**src/rtl/core/pge_pkg.sv**
```systemverilog
// Shared constants, register indexes and controller/datapath interface types.
`timescale 1ns / 1ps
package pge_pkg;

  localparam int MAX_ORDER  = 5;
  localparam int MAX_POINTS = 65536;
  localparam int NUM_COEF   = MAX_ORDER + 1;
  localparam int N_W        = $clog2(MAX_POINTS + 1);
  localparam int K_W        = 3;
  localparam int X_W        = 34;

  localparam logic [2:0]  REG_ORDER  = 3'd0;
  localparam logic [2:0]  REG_COEF0  = 3'd1;
  localparam logic [2:0]  REG_COEF5  = 3'd6;
  localparam logic [2:0]  REG_STEP   = 3'd7;
  localparam logic [30:0] STEP_RESET = 31'd105;

  typedef struct packed {
    logic load;
    logic eval_init;
    logic mul_start;
    logic mul_pow;
    logic pow_wr;
    logic acc_wr;
    logic update;
    logic out_load;
  } pge_cmd_t;

  typedef struct packed {
    logic in_range;
    logic n_full;
    logic k_last;
    logic mul_done;
  } pge_sts_t;

endpackage

```
**src/rtl/core/pge_mul.sv**
```systemverilog
// Multi-cycle saturating fixed-point multiplier: floor(a * b / 2^s), s of 16 or 20.
`timescale 1ns / 1ps
module pge_mul (
  input  logic               clk,
  input  logic               rst_n,
  input  logic               start,
  input  logic signed [63:0] a,
  input  logic signed [31:0] b,
  input  logic               sh20,
  output logic signed [63:0] res,
  output logic               done
);
  import pge_pkg::*;

  logic [63:0] am_r;
  logic [31:0] bm_r;
  logic        neg_r;
  logic        sh20_r;
  logic [63:0] pp_lo_r;
  logic [63:0] pp_hi_r;
  logic [63:0] res_r;
  logic [2:0]  ph_r;
  logic [2:0]  ph_nxt;
  logic        done_r;

  logic [31:0] mul_op;
  logic [63:0] mul_pp;
  logic [95:0] full;
  logic [95:0] rounded;
  logic [79:0] q;
  logic        ovf;
  logic [63:0] sat;

  assign ph_nxt = {ph_r[1:0], start};
  assign mul_op = ph_r[1] ? am_r[63:32] : am_r[31:0];
  assign mul_pp = mul_op * bm_r;

  always_ff @(posedge clk) begin
    if (!rst_n) begin
      ph_r   <= 3'b000;
      done_r <= 1'b0;
    end else begin
      ph_r   <= ph_nxt;
      done_r <= ph_r[2];
    end
  end

  always_comb begin
    full    = {pp_hi_r, 32'd0} + {32'd0, pp_lo_r};
    rounded = full;
    if (neg_r) begin
      rounded = full + (sh20_r ? 96'h0F_FFFF : 96'h0_FFFF);
    end
    q   = sh20_r ? {4'd0, rounded[95:20]} : rounded[95:16];
    ovf = (|q[79:64]) | q[63];
    if (neg_r) begin
      sat = ovf ? 64'h8000_0000_0000_0000 : (64'd0 - q[63:0]);
    end else begin
      sat = ovf ? 64'h7FFF_FFFF_FFFF_FFFF : q[63:0];
    end
  end

  always_ff @(posedge clk) begin
    if (start) begin
      am_r   <= a[63] ? (64'd0 - a) : a;
      bm_r   <= b[31] ? (32'd0 - b) : b;
      neg_r  <= a[63] ^ b[31];
      sh20_r <= sh20;
    end
    if (ph_r[0]) begin
      pp_lo_r <= mul_pp;
    end
    if (ph_r[1]) begin
      pp_hi_r <= mul_pp;
    end
    if (ph_r[2]) begin
      res_r <= sat;
    end
  end

  assign res  = res_r;
  assign done = done_r;

endmodule

```
**src/rtl/core/pge_datapath.sv**
```systemverilog
// Datapath: configuration registers, sweep state, polynomial accumulator, result registers.
`timescale 1ns / 1ps
module pge_datapath (
  input  logic               clk,
  input  logic               rst_n,
  input  logic               cfg_we,
  input  logic [2:0]         cfg_idx,
  input  logic [31:0]        cfg_wdata,
  input  logic               req_func,
  input  logic signed [31:0] req_start,
  input  logic signed [31:0] req_end,
  input  pge_pkg::pge_cmd_t  cmd,
  output pge_pkg::pge_sts_t  sts,
  output logic signed [63:0] res_value,
  output logic signed [31:0] res_x,
  output logic               res_empty,
  output logic               res_trunc
);
  import pge_pkg::*;

  logic [2:0]         order_r;
  logic signed [31:0] coef_r [NUM_COEF];
  logic [30:0]        step_r;

  logic signed [X_W-1:0] x_r;
  logic signed [31:0]    end_r;
  logic                  min_r;
  logic [N_W-1:0]        n_r;
  logic signed [63:0]    p_r;
  logic signed [63:0]    acc_r;
  logic signed [63:0]    best_r;
  logic signed [31:0]    bestx_r;
  logic                  have_r;
  logic [K_W-1:0]        k_r;

  logic signed [63:0] val_r;
  logic signed [31:0] xo_r;
  logic               empty_r;
  logic               trunc_r;

  logic [K_W-1:0]     order_eff;
  logic signed [31:0] mul_b;
  logic signed [63:0] mul_res;
  logic               mul_done;
  logic signed [63:0] acc_nxt;
  logic [64:0]        acc_sum;
  logic               better;

  assign order_eff = (order_r > K_W'(MAX_ORDER)) ? K_W'(MAX_ORDER) : order_r;
  assign mul_b     = cmd.mul_pow ? x_r[31:0] : coef_r[k_r];

  pge_mul u_mul (
    .clk   (clk),
    .rst_n (rst_n),
    .start (cmd.mul_start),
    .a     (p_r),
    .b     (mul_b),
    .sh20  (cmd.mul_pow),
    .res   (mul_res),
    .done  (mul_done)
  );

  always_comb begin
    acc_sum = {acc_r[63], acc_r} + {mul_res[63], mul_res};
    acc_nxt = acc_sum[63:0];
    if (acc_r[63] == mul_res[63] && acc_sum[63] != acc_r[63]) begin
      acc_nxt = acc_r[63] ? 64'sh8000_0000_0000_0000 : 64'sh7FFF_FFFF_FFFF_FFFF;
    end
    better = !have_r || (min_r ? (acc_r < best_r) : (acc_r > best_r));
  end

  assign sts.in_range = (x_r <= X_W'(end_r));
  assign sts.n_full   = (n_r == N_W'(MAX_POINTS));
  assign sts.k_last   = (k_r == order_eff);
  assign sts.mul_done = mul_done;

  always_ff @(posedge clk) begin
    if (!rst_n) begin
      order_r <= 3'd0;
      step_r  <= STEP_RESET;
      for (int i = 0; i < NUM_COEF; i++) begin
        coef_r[i] <= 32'sd0;
      end
    end else if (cfg_we) begin
      case (cfg_idx)
        REG_ORDER: order_r <= cfg_wdata[2:0];
        REG_STEP:  step_r  <= cfg_wdata[30:0];
        default: begin
          if (cfg_idx inside {[REG_COEF0:REG_COEF5]}) begin
            coef_r[K_W'(cfg_idx - REG_COEF0)] <= cfg_wdata;
          end
        end
      endcase
    end
  end

  always_ff @(posedge clk) begin
    if (cmd.load) begin
      x_r     <= X_W'(req_start);
      end_r   <= req_end;
      min_r   <= req_func;
      n_r     <= '0;
      have_r  <= 1'b0;
      best_r  <= 64'sd0;
      bestx_r <= 32'sd0;
    end
    if (cmd.eval_init) begin
      p_r   <= 64'sh1_0000_0000;
      acc_r <= 64'sd0;
      k_r   <= '0;
    end
    if (cmd.pow_wr) begin
      p_r <= mul_res;
      k_r <= k_r + K_W'(1);
    end
    if (cmd.acc_wr) begin
      acc_r <= acc_nxt;
    end
    if (cmd.update) begin
      if (better) begin
        best_r  <= acc_r;
        bestx_r <= x_r[31:0];
        have_r  <= 1'b1;
      end
      n_r <= n_r + N_W'(1);
      x_r <= x_r + X_W'(step_r);
    end
    if (cmd.out_load) begin
      val_r   <= best_r;
      xo_r    <= bestx_r;
      empty_r <= (n_r == '0) && !sts.in_range;
      trunc_r <= sts.n_full && sts.in_range;
    end
  end

  assign res_value = val_r;
  assign res_x     = xo_r;
  assign res_empty = empty_r;
  assign res_trunc = trunc_r;

endmodule

```
**src/rtl/core/pge_ctrl.sv**
```systemverilog
// Controller: sequences grid points, polynomial terms and result hand-off.
`timescale 1ns / 1ps
module pge_ctrl (
  input  logic              clk,
  input  logic              rst_n,
  input  logic              in_tvalid,
  output logic              in_tready,
  output logic              out_tvalid,
  input  logic              out_tready,
  input  pge_pkg::pge_sts_t sts,
  output pge_pkg::pge_cmd_t cmd
);
  import pge_pkg::*;

  typedef enum logic [7:0] {
    ST_IDLE      = 8'b0000_0001,
    ST_CHECK     = 8'b0000_0010,
    ST_TERM      = 8'b0000_0100,
    ST_TERM_WAIT = 8'b0000_1000,
    ST_POW       = 8'b0001_0000,
    ST_POW_WAIT  = 8'b0010_0000,
    ST_UPDATE    = 8'b0100_0000,
    ST_DONE      = 8'b1000_0000
  } pge_state_t;

  pge_state_t state_r;
  pge_state_t state_nxt;
  logic       out_valid_r;
  logic       out_valid_nxt;

  always_comb begin
    state_nxt     = state_r;
    cmd           = '0;
    out_valid_nxt = out_valid_r & ~out_tready;
    case (state_r)
      ST_IDLE: begin
        if (in_tvalid) begin
          cmd.load  = 1'b1;
          state_nxt = ST_CHECK;
        end
      end
      ST_CHECK: begin
        if (!sts.in_range || sts.n_full) begin
          state_nxt = ST_DONE;
        end else begin
          cmd.eval_init = 1'b1;
          state_nxt     = ST_TERM;
        end
      end
      ST_TERM: begin
        cmd.mul_start = 1'b1;
        state_nxt     = ST_TERM_WAIT;
      end
      ST_TERM_WAIT: begin
        if (sts.mul_done) begin
          cmd.acc_wr = 1'b1;
          state_nxt  = sts.k_last ? ST_UPDATE : ST_POW;
        end
      end
      ST_POW: begin
        cmd.mul_start = 1'b1;
        cmd.mul_pow   = 1'b1;
        state_nxt     = ST_POW_WAIT;
      end
      ST_POW_WAIT: begin
        if (sts.mul_done) begin
          cmd.pow_wr = 1'b1;
          state_nxt  = ST_TERM;
        end
      end
      ST_UPDATE: begin
        cmd.update = 1'b1;
        state_nxt  = ST_CHECK;
      end
      ST_DONE: begin
        if (!out_valid_r || out_tready) begin
          cmd.out_load  = 1'b1;
          out_valid_nxt = 1'b1;
          state_nxt     = ST_IDLE;
        end
      end
      default: begin
        state_nxt = ST_IDLE;
      end
    endcase
  end

  always_ff @(posedge clk) begin
    if (!rst_n) begin
      state_r     <= ST_IDLE;
      out_valid_r <= 1'b0;
    end else begin
      state_r     <= state_nxt;
      out_valid_r <= out_valid_nxt;
    end
  end

  assign in_tready  = (state_r == ST_IDLE);
  assign out_tvalid = out_valid_r;

endmodule

```
**src/rtl/core/polynomial_grid_extremum_core.sv**
```systemverilog
// Grid-search extremum of a configured fixed-point polynomial over a requested x range.
//
// Channels: in_* carries one sweep request (range start and end in tdata, max/min
// selector in tuser); out_* returns one result per request (extreme value and its x
// in tdata, empty-range and truncated flags in tuser). cfg_* writes the polynomial
// order, the six coefficients and the grid step; it is always ready and must only be
// written while no request is in flight.
// One shared 32x32 multiplier, used twice per 64x32 product, computes every product. Each
// grid point accumulates terms 0 to order in turn (order capped at 5). An empty range
// returns without evaluating any point; at most 65536 points are evaluated per request.
// One request is worked at a time; in_tready is high while the core is idle.
// The result sits in an output register, so a new request is accepted while it waits;
// a stalled receiver holds the finished sweep only when a second result is ready.
// Reset (synchronous, active low) clears the sequencer and output valid and restores
// the register defaults: order 0, coefficients 0, step 105.
`timescale 1ns / 1ps
module polynomial_grid_extremum_core (
  input  logic        clk,
  input  logic        rst_n,
  input  logic        in_tvalid,
  output logic        in_tready,
  input  logic [63:0] in_tdata,   // [31:0] range_start, [63:32] range_end
  input  logic [0:0]  in_tuser,   // [0] func
  output logic        out_tvalid,
  input  logic        out_tready,
  output logic [95:0] out_tdata,  // [63:0] extreme_value, [95:64] extreme_x
  output logic [1:0]  out_tuser,  // [0] empty_range, [1] truncated
  input  logic        cfg_valid,
  output logic        cfg_ready,
  input  logic [2:0]  cfg_index,
  input  logic [31:0] cfg_data
);
  import pge_pkg::*;

  pge_cmd_t           cmd;
  pge_sts_t           sts;
  logic signed [63:0] res_value;
  logic signed [31:0] res_x;
  logic               res_empty;
  logic               res_trunc;

  assign cfg_ready = 1'b1;

  pge_ctrl u_ctrl (
    .clk        (clk),
    .rst_n      (rst_n),
    .in_tvalid  (in_tvalid),
    .in_tready  (in_tready),
    .out_tvalid (out_tvalid),
    .out_tready (out_tready),
    .sts        (sts),
    .cmd        (cmd)
  );

  pge_datapath u_datapath (
    .clk       (clk),
    .rst_n     (rst_n),
    .cfg_we    (cfg_valid & cfg_ready),
    .cfg_idx   (cfg_index),
    .cfg_wdata (cfg_data),
    .req_func  (in_tuser[0]),
    .req_start (in_tdata[31:0]),
    .req_end   (in_tdata[63:32]),
    .cmd       (cmd),
    .sts       (sts),
    .res_value (res_value),
    .res_x     (res_x),
    .res_empty (res_empty),
    .res_trunc (res_trunc)
  );

  assign out_tdata = {res_x, res_value};
  assign out_tuser = {res_trunc, res_empty};

endmodule

```
**config.mk**
```make
export PLATFORM = sky130hd
export DESIGN_NAME = polynomial_grid_extremum_core
export DESIGN_NICKNAME = d
export VERILOG_FILES = /design/src/rtl/core/pge_pkg.sv /design/src/rtl/core/pge_mul.sv /design/src/rtl/core/pge_datapath.sv /design/src/rtl/core/pge_ctrl.sv /design/src/rtl/core/polynomial_grid_extremum_core.sv
export SDC_FILE = /design/constraint.sdc
export NUM_CORES = 2
export LEC_CHECK = 0
export BUFFER_PORTS_ARGS = -buffer_cell sky130_fd_sc_hd__clkbuf_2
export CORE_ASPECT_RATIO = 0.7
export CORE_MARGIN = 5
export CORE_UTILIZATION = 64
export CTS_CLUSTER_SIZE = 20
export DETAILED_ROUTE_END_ITERATION = 8
export PLACE_DENSITY = 0.81
export SYNTH_ARGS = -nofsm -noshare
export SYNTH_HDL_FRONTEND = slang
export SYNTH_HIERARCHICAL = 1
export SYNTH_SLANG_ARGS = --single-unit
```
**constraint.sdc**
```tcl
create_clock -name clk -period 16.2 [get_ports clk]
set_clock_uncertainty 0.15 [all_clocks]
set_input_delay 0.81 -clock clk [delete_from_list [all_inputs] [get_ports clk]]
set_output_delay 0.81 -clock clk [all_outputs]
set_load 0.02 [all_outputs]
```
---- Word level (Yosys, flattened, before mapping) ----
Memories as Yosys holds them, arrays and structs flattened. A register that Yosys moved wholly into a read port is not among the register bits.
Index checks and enable logic that the tools add are counted.
W data, S select, Z words.
storage, ports and cells
  bits in registers ....................... 747
  bits in writable memories ............... 192
  input bits .............................. 105
  memories ................................ 1
memories
  name               words  width  read ports  clocked after memory_dff  wr ports  RTL line            RTL
  u_datapath.coef_r  6      32     1           1                         6         pge_datapath.sv:22  logic signed [31:0] coef_r [NUM_COEF];
cells by class
  add/subtract/negate cells ............... 10
  multiply operators ...................... 1
  $lt $le $gt $ge ......................... 6
  eq/ne operators ......................... 17
  multiplexer cells ....................... 64
  bitwise gates (word level) .............. 4
  reductions and logical operators ........ 22
operators with widths
  operator                 count
  $mux W64                 12
  $mux W32                 6
  $sub A1 B64 Y64 const A  2
  $add A96 B20 Y96         1
  $add A96 B64 Y96         1
  $mux W96                 1
  $mux W80                 1
  $mux W34                 2
  $add A64 B64 Y64         1
  $gt A64 B64 Y1           1
  $lt A64 B64 Y1           1
  $mul A32 B32 Y64         1
  $pmux W8 S8              1
  $mux W63                 1
  $mux W8                  5
  $add A34 B31 Y34         1
  $le A34 B32 Y1           1
  $mux W17                 2
  $reduce_or A32 Y1        1
  $sub A1 B32 Y32 const A  1
  $mux W31                 1
  $mux W1                  25
  $mux W20                 1
  $add A17 B1 Y17 const B  1
  36 further kinds         53

---- Longest topological paths before layout ----
  depth after elaboration ................. 9
  mapped depth ............................ 38
  mapped depth without buffers ............ 35

---- By module ----
The synthesis kept the hierarchy.
by module, submodules not included
  module                         instances  cells an instance  area an instance (µm²)  sequential area each (µm²)
  pge_mul                        1          5,683              53,369.9                8,788.4
  pge_datapath                   1          2,935              34,927.2                19,769.0
  pge_ctrl                       1          77                 630.6                   180.2
  polynomial_grid_extremum_core  1          4                  26.3                    0.0

---- Least setup slack after synthesis ----
No wires, ideal clock.
  kind .................................... reg2reg
  start ................................... register u_ctrl.state_r[6]
  end ..................................... register u_datapath.u_mul.am_r[0], enable pin
  setup time .............................. 0.798 ns
  data arrival time ....................... 10.308 ns
  data required time ...................... 15.252 ns
  setup slack ............................. 4.944 ns
  stages on the path, launching flop included .. 4
  buffers on the path ..................... 1
  period minus slack after synthesis ...... 11.256 ns
  cell sequence ........................... dfxtp_1 > buf_6 > or4_4 > nor4_1
RTL lines
  item                      RTL line        RTL
  start: declaration        pge_ctrl.sv:26  pge_state_t state_r;
  start signal: assignment  pge_ctrl.sv:93  state_r <= state_nxt;
  end signal: assignment    pge_mul.sv:65   am_r <= a[63] ? (64'd0 - a) : a;
  end: declaration          pge_mul.sv:15   logic [63:0] am_r;

---- Worst setup path after layout ----
  start ................................... register u_datapath.u_mul.ph_r[1]
  end ..................................... register u_datapath.u_mul.pp_lo_r[59] (data pin)
between the ends
  cells in the longest elaborated chain, start to end .. 2
ends and longest elaborated chain
  item                                   RTL line       RTL
  start: declaration                     pge_mul.sv:22  logic [2:0] ph_r;
  start signal: assignment               pge_mul.sv:43  ph_r <= ph_nxt;
  $mux W32                               pge_mul.sv:35  assign mul_op = ph_r[1] ? am_r[63:32] : am_r[31:0];
  $mul A32 B32 Y64                       pge_mul.sv:36  assign mul_pp = mul_op * bm_r;
  named net u_datapath.u_mul.mul_pp[59]  pge_mul.sv:27  logic [63:0] mul_pp;
  end signal: assignment                 pge_mul.sv:71  pp_lo_r <= mul_pp;
  end: declaration                       pge_mul.sv:19  logic [63:0] pp_lo_r;
The timed path passes the listed nets, and every way through them passes these cells.
A chain may end at the register's enable or synchronous reset.

==> reports/results.tsv <==
metric	value	unit
startpoint types	register	
relative slew slack	9.93	%
Synth Register Bits	1006	
CP endpoint kind	register	
Post-synth EDFFs	859	
CP max stage cell	buf_4	
layout cells sized above 1	9.22	%
CTS buffer count	97	
first-pass GRT wire length	398000	um
DIE WIDTH	456	um
Max IR drop VDD	0.121	mV
clock slew at reported path FFs	0.06	ns
post-route ant nets	0	
hold_buf cts	0	
status	complete, no violations	
Req. time, crit path	16.51	ns
Max Cap Violations	0	
Final Slew Violations	0	
Worst Path Arrival	11.03	ns
worst skew pair latency	0.74	ns
fin nets	10162	
CTS root buf	clkbuf_16	
hold_ws	0.109	ns
post-synth top area share	29.0	%
global-route usage over all layers	35.2	%
Worst Hold Class	input pin to register	
most frequent cells in the layout	inv_1, fa_1, nand2_1	
fin crit period	10.71	ns
Num Clock Sinks	1006	
most common cell after layout, fill and taps aside	inv_1	
Clock Path Buffers	3	
IO Port Bufs	204	
Final Util	68.4	%
post-synth cell types	124	
total gr overflow	0	
post-synthesis sequential area ratio	32.3	%
largest net degree at the start of global routing	128	
postcts setup bufs	0	
syn_nets	10205	
synth warn	6	
wire per inst	24.5	um
RSZ-0062 raised after global routing	false	
Top FF cell, synth	edfxtp_1	
top post-synthesis cells by area	edfxtp_1, fa_1, ha_1, and2_1, inv_1	
area delta synth->final	6.22	%
Pre-antenna DRT Iters	6	
H-tree depth	3	
endpoints failing setup	0	
chip height	322	um
ys async rst share	0	%
synthesized area	89000	um2
Initial Util	64.4	%
Routed WL	260000	um
cells after synthesis	8699	
cts repair resizes	0	
crit path kind	register to register	
1st-iter DRT viols	8552	
fmax	93.4	MHz
routability cong.	0.980	
vias per inst	6.35	
Mapped Avg Cell Area	10.2	um2
Pleak	39.1	nW
Worst Path Max Fanout	76	
Die ar.	147000	um2
Ports	206	
CTS tree	done	
DR vias	67271	
largest area contributor in the netlist	edfxtp_1	
FP Rows	114	
Worst Max-Slew Pin Slew	1.34	ns
core area	138000	um2
fin crit share	66.1	%
PD cells	79.1	nW/um2
drt drc	0	
setup TNS	0	ns
placed wire-length estimate	198000	um
vias in the first global route	66707	
CP peak stage delay	0.86	ns
initial antenna violation count	16	
most used cell, CP	fa_1	
final hold violation count	0	
-- kinds of logic after synthesis --
| logic type | count (synthesis) | share of synthesized area, % |
|---|---|---|
| mux | 295 | 4.46 |
| xor+xnor | 351 | 3.46 |
| simple gates | 2862 | 16.6 |
| buf+inv | 1532 | 6.65 |
| compound gates | 1251 | 9.24 |
| other cells | 1 | 0.00422 |
| flops | 1006 | 32.3 |
| fa+ha+maj | 1401 | 27.3 |
-- path summary, 6_finish.rpt --
path / startpoint / cells after the start / slack, ns / to
setup / recovery: u_datapath/u_mul/ph_r[1] / 34 / 5.49 / u_datapath/u_mul/pp_lo_r[59]
hold / removal: in_tdata[49] / 1 / 0.11 / u_datapath/end_r[17]
setup reg to reg: u_datapath/u_mul/ph_r[1] / 34 / 5.49 / u_datapath/u_mul/pp_lo_r[59]
hold reg to reg: u_datapath/bestx_r[2] / 0 / 0.27 / u_datapath/res_x[2]
-- worst max-delay path, delay by kind of cell (launching register included) --
kind,cells,cell delay [ns]
buffers and inverters,7,1.19
and+or+nand+nor,3,0.55
adders and majority gates,9,4.35
xor gates and xnor gates,1,0.12
AOI/OAI and AO/OA,13,2.78
muxes,1,0.68
DFF,1,0.55
-- power breakdown --
| part | internal (mW) | switching, mW | total, mW |
|---|---|---|---|
| logic | 0.701 | 1.36 | 2.06 |
| clock network | 1.27 | 1.04 | 2.31 |
| registers | 3.03 | 0.0775 | 3.10 |
| total | 4.99 | 2.48 | 7.47 |
-- synth_stat cells (all sizes together) (50+ instances only) --
| cell type | n |
|---|---|
| xnor2 | 249 |
| a21o | 124 |
| nor3 | 115 |
| inv | 1091 |
| nor4 | 55 |
| fa | 899 |
| nor2b | 127 |
| edfxtp | 859 |
| dfxtp | 147 |
| ha | 502 |
| mux4 | 64 |
| o21ai | 296 |
| and3 | 61 |
| or3 | 50 |
| mux2 | 170 |
| clkbuf | 345 |
| xor2 | 102 |
| mux2i | 61 |
| o21a | 51 |
| and2 | 697 |
| nand4 | 89 |
| nand3 | 136 |
| a21oi | 345 |
| buf | 94 |
| nor2 | 451 |
| nand2 | 885 |
-- state kept, by name, summed over array words and instances, names as in the netlist, 3 cells and up, named ones only --
signal                    count
u_datapath/x_r               34
u_datapath/u_mul/am_r        64
u_datapath/n_r               17
u_datapath/coef_r           256
u_ctrl/state_r                8
u_datapath/res_x             32
u_datapath/order_r            3
u_datapath/u_mul/pp_lo_r     64
u_datapath/res_value         64
u_datapath/acc_r             64
u_datapath/step_r            31
u_datapath/k_r                3
u_datapath/p_r               64
u_datapath/u_mul/bm_r        32
u_datapath/u_mul/pp_hi_r     64
u_datapath/u_mul/ph_r         3
u_datapath/best_r            64
u_datapath/u_mul/res         64
u_datapath/end_r             32
u_datapath/bestx_r           32
-- layer usage --
metal	track usage [%]	share of wire, %	up-vias
met2	49.6	41	4322
met3	11.0	14	560
met5	0	0.032	-
li1	-	-	29184
met1	52.1	41	33191
met4	11.3	3.6	14
-- final cells by class --
class	instances	area, um2
Multi-Input combinational cell	6161	54400
Fill cell	10191	43600
Sequential cell	1006	28800
Inverter	1093	4100
Clock buffer	131	2630
Tap cell	1856	2320
Timing Repair Buffer	297	1720
Clock inverter	50	566
Antenna cell	7	17.5
-- metrics by stage --
step           total power [mW]  setup slack, ns  cell area (um2)  cells
6_report                   7.47             5.49            94500  10601
5_1_grt                    7.75             4.93            94500  10595
4_1_cts                    7.46             5.58            94500  10594
3_5_place_dp               5.17             5.58            91300  10413
3_3_place_gp               5.14             5.74            91300  10413
2_1_floorplan              4.37             4.94            89000   8699
Note: power is estimated with default switching activity, not from simulation.
